$ cat src/sida_pkg.sv
`default_nettype none

package sida_pkg;

    // Places a 16-bit magnitude can fill; any further places hold only zeros.
    localparam int MAX_PLACES         = 5;
    localparam int DIGIT_PLACES_DEF   = 5;

    localparam logic [5:0] CHAR_MINUS = 6'd45;
    localparam logic [5:0] CHAR_ZERO  = 6'd48;

    typedef logic [3:0] t_digit;

    // Split 0..99 into tens and ones; tens = x * 205 >> 11 is exact below 1024.
    function automatic logic [7:0] f_split_tens(input logic [6:0] x);
        logic [14:0] prod;
        logic [3:0]  tens;
        logic [6:0]  ones;
        prod = 15'(x) * 15'd205;
        tens = prod[14:11];
        ones = x - 7'(tens) * 7'd10;
        return {tens, ones[3:0]};
    endfunction

endpackage

`default_nettype wire

$ cat src/signed_int_to_decimal_ascii.sv
// An input value passes the input register, the split register and the emitter register before its first character.
// Throughput: one character per cycle while i_stall is low; a value gives 2 to 6 characters,
//   one per place (optional minus sign plus the digits), all through the single output port.
// Input transfers continue while earlier values are being emitted (three-stage pipeline).
// Reset (synchronous, active low) empties every stage; payload registers are not reset.
`default_nettype none

module signed_int_to_decimal_ascii #(
    parameter int DIGIT_PLACES = sida_pkg::DIGIT_PLACES_DEF
) (
    input  wire logic        i_clk,
    input  wire logic        i_rst_n,
    // input channel
    input  wire logic        i_valid,
    output logic             o_stall,
    input  wire logic [15:0] i_value,
    // output channel
    output logic             o_valid,
    input  wire logic        i_stall,
    output logic [5:0]       o_char_code,
    output logic             o_is_last
);
    import sida_pkg::*;

    // Places that can show up in the text: a 16-bit magnitude never reaches a sixth place,
    // and fewer places drop the high digits (value modulo 10^places).
    localparam int NUM_DIGITS = (DIGIT_PLACES < MAX_PLACES) ? DIGIT_PLACES : MAX_PLACES;
    localparam int PLACE_W    = $clog2(NUM_DIGITS);

    // ---------------------------------------------------------------
    // Stage control. Each stage advances when the one after it frees.
    // ---------------------------------------------------------------
    logic r1_valid, r2_valid, r3_valid;
    logic n1_valid, n2_valid, n3_valid;
    logic load1, load2, load3;
    logic out_take, s3_last, s3_free;

    // emitter registers
    logic               r3_sign;
    t_digit             r3_dig [NUM_DIGITS];
    logic [PLACE_W-1:0] r3_place;

    assign s3_last  = !r3_sign && (r3_place == '0);
    assign out_take = r3_valid && !i_stall;
    // The emitter frees on the transfer of its last character.
    assign s3_free  = !r3_valid || (out_take && s3_last);
    assign load3    = r2_valid && s3_free;
    assign load2    = r1_valid && (!r2_valid || load3);
    assign o_stall  = r1_valid && !load2;
    assign load1    = i_valid && !o_stall;

    always_comb begin
        n1_valid = r1_valid;
        if (load1) begin
            n1_valid = 1'b1;
        end else if (load2) begin
            n1_valid = 1'b0;
        end

        n2_valid = r2_valid;
        if (load2) begin
            n2_valid = 1'b1;
        end else if (load3) begin
            n2_valid = 1'b0;
        end

        n3_valid = r3_valid;
        if (load3) begin
            n3_valid = 1'b1;
        end else if (out_take && s3_last) begin
            n3_valid = 1'b0;
        end
    end

    always_ff @(posedge i_clk) begin
        if (!i_rst_n) begin
            r1_valid <= 1'b0;
            r2_valid <= 1'b0;
            r3_valid <= 1'b0;
        end else begin
            r1_valid <= n1_valid;
            r2_valid <= n2_valid;
            r3_valid <= n3_valid;
        end
    end

    // ---------------------------------------------------------------
    // Stage 1: input register. Stage 1 -> 2: magnitude, split by 100.
    // ---------------------------------------------------------------
    logic [15:0] r1_value;
    logic [15:0] mag;
    logic [28:0] prod_hi;
    logic [8:0]  quo_hi;
    logic [15:0] rem_lo;

    always_ff @(posedge i_clk) begin
        if (load1) begin
            r1_value <= i_value;
        end
    end

    // Two's complement negation in 16 bits; -32768 maps onto 32768 by itself.
    assign mag     = r1_value[15] ? (~r1_value + 16'd1) : r1_value;
    // mag / 100 as mag * 5243 >> 19, exact for every magnitude below 43690.
    assign prod_hi = 29'(mag) * 29'd5243;
    assign quo_hi  = prod_hi[27:19];
    assign rem_lo  = mag - 16'(quo_hi) * 16'd100;

    logic       r2_neg;
    logic [8:0] r2_hi;
    logic [6:0] r2_lo;

    always_ff @(posedge i_clk) begin
        if (load2) begin
            r2_neg <= r1_value[15];
            r2_hi  <= quo_hi;
            r2_lo  <= rem_lo[6:0];
        end
    end

    // ---------------------------------------------------------------
    // Stage 2 -> 3: five decimal digits and the first place to show.
    // ---------------------------------------------------------------
    logic [14:0]        prod_top;
    logic [1:0]         quo_top;
    logic [8:0]         rem_mid;
    logic [7:0]         pair_mid, pair_lo;
    t_digit             dig [MAX_PLACES];
    logic [PLACE_W-1:0] start_place;

    // r2_hi / 100 as r2_hi * 41 >> 12, exact below 400 (the quotient keeps 2 bits).
    assign prod_top = 15'(r2_hi) * 15'd41;
    assign quo_top  = prod_top[13:12];
    assign rem_mid  = r2_hi - 9'(quo_top) * 9'd100;
    assign pair_mid = f_split_tens(rem_mid[6:0]);
    assign pair_lo  = f_split_tens(r2_lo);

    always_comb begin
        dig[4] = {2'b00, quo_top};
        dig[3] = pair_mid[7:4];
        dig[2] = pair_mid[3:0];
        dig[1] = pair_lo[7:4];
        dig[0] = pair_lo[3:0];

        // Tens place always shows; a higher place shows from its first nonzero digit.
        start_place = PLACE_W'(1);
        for (int p = 2; p < NUM_DIGITS; p++) begin
            if (dig[p] != '0) begin
                start_place = PLACE_W'(p);
            end
        end
    end

    // ---------------------------------------------------------------
    // Stage 3: character emitter. Sign first, then digits down to place 0.
    // ---------------------------------------------------------------
    always_ff @(posedge i_clk) begin
        if (load3) begin
            r3_sign  <= r2_neg;
            r3_place <= start_place;
            for (int p = 0; p < NUM_DIGITS; p++) begin
                r3_dig[p] <= dig[p];
            end
        end else if (out_take && !s3_last) begin
            // advance: drop the sign, else step down one place
            if (r3_sign) begin
                r3_sign <= 1'b0;
            end else begin
                r3_place <= r3_place - PLACE_W'(1);
            end
        end
    end

    assign o_valid     = r3_valid;
    assign o_char_code = r3_sign ? CHAR_MINUS : (CHAR_ZERO + {2'b00, r3_dig[r3_place]});
    assign o_is_last   = s3_last;

endmodule

`default_nettype wire

$ cat config.mk
export PLATFORM = sky130hd
export DESIGN_NAME = signed_int_to_decimal_ascii
export DESIGN_NICKNAME = d
export VERILOG_FILES = /design/src/sida_pkg.sv /design/src/signed_int_to_decimal_ascii.sv
export SDC_FILE = /design/constraint.sdc
export NUM_CORES = 1
export LEC_CHECK = 0
export BUFFER_PORTS_ARGS = -buffer_cell sky130_fd_sc_hd__buf_2
export CORE_MARGIN = 2
export CORE_UTILIZATION = 40
export CTS_CLUSTER_DIAMETER = 120
export DETAILED_ROUTE_END_ITERATION = 6
export GPL_ROUTABILITY_DRIVEN = 0
export HOLD_SLACK_MARGIN = 0.1
export PLACE_DENSITY_LB_ADDON = 0.3
export SYNTH_ARGS = -nofsm -noshare
export SYNTH_HDL_FRONTEND = slang
export SYNTH_SLANG_ARGS = --single-unit
export TNS_END_PERCENT = 100
$ cat constraint.sdc
create_clock -name i_clk -period 13.1 [get_ports i_clk]
set_input_delay 2.62 -clock i_clk [delete_from_list [all_inputs] [get_ports i_clk]]
set_output_delay 2.62 -clock i_clk [all_outputs]
set_load 0.01 [all_outputs]
==> results_tabular.tex <==
\begin{tabular}{lr}
\hline
Metric & Value \\
\hline
\multicolumn{2}{l}{\textbf{Setup path}} \\
Critical path type & reg -> reg \\
Critical path's slowest cell & a2111oi\_0 \\
Kind of capture point of the worst setup path & register \\
CP Launch Point & r2\_hi[1] \\
Most common cell type on the critical path & ha\_1 \\
Biggest cell delay along the critical path & 0.54 ns \\
Worst-path fanout max & 6 \\
Data required time at the worst endpoint & 13.19 ns \\
Register-to-Register Setup Slack & slightly below 4 ns \\
Startpoint type of the worst setup path & register \\
R2r worst-path depth & 34 \\
Reg2Reg Capture Point & r3\_place[1] \\
Worst endpoint data arrival time & 9.26 ns \\
Worst setup endpoint & r3\_place[1] \\
Reg2reg start & r2\_hi[1] \\
\multicolumn{2}{l}{\textbf{Floorplanning}} \\
Initial Util & about two fifths \\
Placeable core region & 21800 um2 \\
Chip Height & about 150 um \\
Number of ports placed on the die boundary & 29 \\
Die width & 153 um \\
Die outline area & 23400 um2 \\
Std-Cell Rows & 54 \\
\multicolumn{2}{l}{\textbf{Global routing}} \\
Vias in the first global route & 6010 \\
Maximum number of pins on one net before global-route repair & 27 \\
Global routing usage on met3 & 2.98\% \\
Met2 GRT Util & between 20\% and 30\% \\
First-pass GRT wire length & 30200 um \\
Overflow left after global routing & 0 \\
Total global routing track utilization & 16.3\% \\
Busiest metal layer after global routing & met2 \\
M1 GR Usage & about 22\% \\
Antenna violations before repair & 0 \\
\multicolumn{2}{l}{\textbf{Run}} \\
Max-cap violations & 0 \\
\multicolumn{2}{l}{\textbf{Clock tree}} \\
Clock sink total & 61 \\
Maximum buffer depth of the clock tree & 2 \\
Gates resized, CTS repair & 0 \\
Count of hold-fix buffers inserted at cts & 0 \\
Clock-pin slew of the registers on the worst-case setup and hold paths & approximately 0.060 ns \\
CTS Root Cell & clkbuf\_16 \\
Clock tree from TritonCTS & yes \\
H-tree levels & 3 \\
Clock buffer count from CTS & 9 \\
Buffer count from post-CTS setup fixing & 0 \\
Insertion delay of the later-clocked pin in the worst-skew pair & approximately 0.35 ns \\
\multicolumn{2}{l}{\textbf{Routing}} \\
Total Wirelength & 17500 um \\
Via density & just under 5 \\
Starting DRC count in detailed routing & 258 \\
First-pass DRT Iterations & 4 \\
ANT nets after route & 0 \\
DRC Markers & 0 \\
Via count of the routed design & 5619 \\
DR WL/cell & between 15 and 20 um \\
\multicolumn{2}{l}{\textbf{Timing}} \\
Worst Max-Slew Pin Slew & 1.15 ns \\
Max-slew violation total from the final report & 0 \\
Largest clock skew in the final design & 0.0124 ns \\
Endpoints failing setup & 0 \\
Part of the cycle the worst path needs & around 70\% \\
RSZ-0062 raised after global routing & false \\
TNS Setup & 0 ns \\
Slew HR & 23.1\% \\
Max frequency & 109 MHz \\
Endpoints failing hold & 0 \\
Fin crit period & approximately 9.2 ns \\
\multicolumn{2}{l}{\textbf{Logic synthesis}} \\
Net count after synthesis & approximately 1100 \\
Mean area per synthesized cell & 10.9 um2 \\
Portion of the post-synthesis area used by sequential elements & 20.0\% \\
Mapped Cells & 817 \\
Synthesis Warnings & 0 \\
Number of flip-flops and latches in the synthesized netlist & 61 \\
Mapped Area & between 8000 and 9000 um2 \\
Proportion of synthesized flip-flops having asynchronous set or reset & 0\% \\
Count of flip-flops with a built-in enable after synthesis & 55 \\
Number of distinct standard cells referenced by the synthesized netlist & 61 \\
Top flip-flop cell by instance count after synthesis & edfxtp\_1 \\
\multicolumn{2}{l}{\textbf{Cells and area}} \\
Finished Core Util & 44.3\% \\
Cell Count, Final, Fillers Out & 1143 \\
\# diodes & 0 \\
Nets & 1186 \\
Share of post-route cells with drive strength above 1 & 7.76\% \\
Layout overhead on the synthesized area & 8.94\% \\
\multicolumn{2}{l}{\textbf{Placement}} \\
Post-Place Cells & between 1000 and 1500 \\
Total half-perimeter wirelength after legalization and detailed placement & 15000 um \\
Count of buffers from port buffering & 27 \\
\multicolumn{2}{l}{\textbf{Run status}} \\
Outcome & finished, final reports clean \\
\multicolumn{2}{l}{\textbf{Worst hold path}} \\
Hold WC Path Type & reg -> reg \\
\hline
\end{tabular}
-- metal layers --
metal | part of all wire [%] | vias up
li1 | - | 2840
met1 | 48 | 2703
met2 | 47 | 61
met3 | 3.0 | 15
met4 | 1.7 | 0
met5 | 0 | -
-- registers in the layout, indices dropped and copies added (netlist names), named ones only --
name and flops:
o_valid 1, r1_valid 1, r1_value 16, r2_hi 9, r2_lo 7, r2_neg 1, r2_valid 1, r3_dig 18
r3_place 3, r3_sign 1
-- cells in the final DEF, fill, tap and decap left out, drive strengths merged, types with 10 or more instances in the layout --
| cell | instances |
|---|---|
| xor2 | 16 |
| xnor2 | 41 |
| fa | 96 |
| a21oi | 32 |
| inv | 189 |
| o21ai | 20 |
| buf | 34 |
| ha | 212 |
| nand3 | 10 |
| edfxtp | 55 |
| nand2 | 24 |
| nor2 | 10 |
-- synthesized netlist by cell type (3+ instances only) --
| master | number | area share [%] |
|---|---|---|
| ha_1 | 212 | 30 |
| inv_1 | 187 | 7.9 |
| fa_1 | 96 | 22 |
| edfxtp_1 | 55 | 19 |
| xnor2_1 | 40 | 4.0 |
| a21oi_1 | 32 | 1.8 |
| nand2_1 | 24 | 1.0 |
| o21ai_0 | 20 | 1.1 |
| xor2_1 | 16 | 1.6 |
| nand3_1 | 10 | 0.56 |
| nor2_1 | 10 | 0.42 |
| nor3_1 | 9 | 0.51 |
| dfxtp_1 | 6 | 1.4 |
| o21a_1 | 6 | 0.51 |
| o31ai_1 | 6 | 0.51 |
| a211oi_1 | 5 | 0.42 |
| a21o_1 | 5 | 0.42 |
| and3_1 | 5 | 0.35 |
| nand4_1 | 5 | 0.35 |
| nor2b_1 | 5 | 0.35 |
| mux4_2 | 4 | 1.0 |
| nand2b_1 | 4 | 0.28 |
| o21bai_1 | 4 | 0.34 |
| a2111oi_0 | 3 | 0.30 |
| and2_1 | 3 | 0.21 |
| o22ai_1 | 3 | 0.21 |
| or3_1 | 3 | 0.21 |
-- critical path: cells and delay by family (launching register included) --
family,cells,cell delay [ns]
compound gates,13,2.96
fa+ha+maj,12,4.10
simple gates,5,0.96
flops,1,0.53
buf+inv,3,0.15
xor+xnor,1,0.21
-- cell type report --
type | count | area, um2
tap | 280 | 350
fill | 2070 | 12200
sequential | 61 | 1770
multi-input combinational | 565 | 6380
clock buffer | 9 | 225
clock inverter | 7 | 48.8
inverter | 187 | 702
timing repair buffer | 34 | 188
-- worst min path at each step --
stage / to / cells after the start / startpoint
5_1_grt: r2_valid / 2 / r1_valid
4_1_cts: r2_valid / 2 / r1_valid
3_5_place_dp: r2_valid / 2 / r1_valid
3_3_place_gp: r2_valid / 2 / r1_valid
6_report: r2_valid / 2 / r1_valid
2_1_floorplan: r2_valid / 2 / r1_valid
-- kinds of logic (layout without fill, tap and decap cells) --
| logic type | Yosys count | count (layout) | share of synthesized area, % |
|---|---|---|---|
| adders and majority gates | 308 | 308 | 51.6 |
| and+or+nand+nor | 90 | 90 | 5.43 |
| muxes | 6 | 6 | 1.26 |
| AOI/OAI and AO/OA | 102 | 102 | 7.56 |
| buffers and inverters | 191 | 237 | 8.18 |
| DFF | 61 | 61 | 20.0 |
| other | 1 | 1 | 0.0423 |
| xor gates and xnor gates | 58 | 58 | 5.97 |
-- stage by stage --
step / area (um2) / setup WS (ns) / hold WS, ns
2_1_floorplan: 8870 / 4.64 / 0.466
3_3_place_gp: 9390 / 4.17 / 0.487
3_5_place_dp: 9390 / 3.89 / 0.489
4_1_cts: 9660 / 3.87 / 0.504
5_1_grt: 9660 / 3.20 / 0.519
6_report: 9660 / 3.93 / 0.508
Power is left out: the tool's default activity adds up to more than one toggle a clock period on the data nets, which glitch-free logic cannot reach.
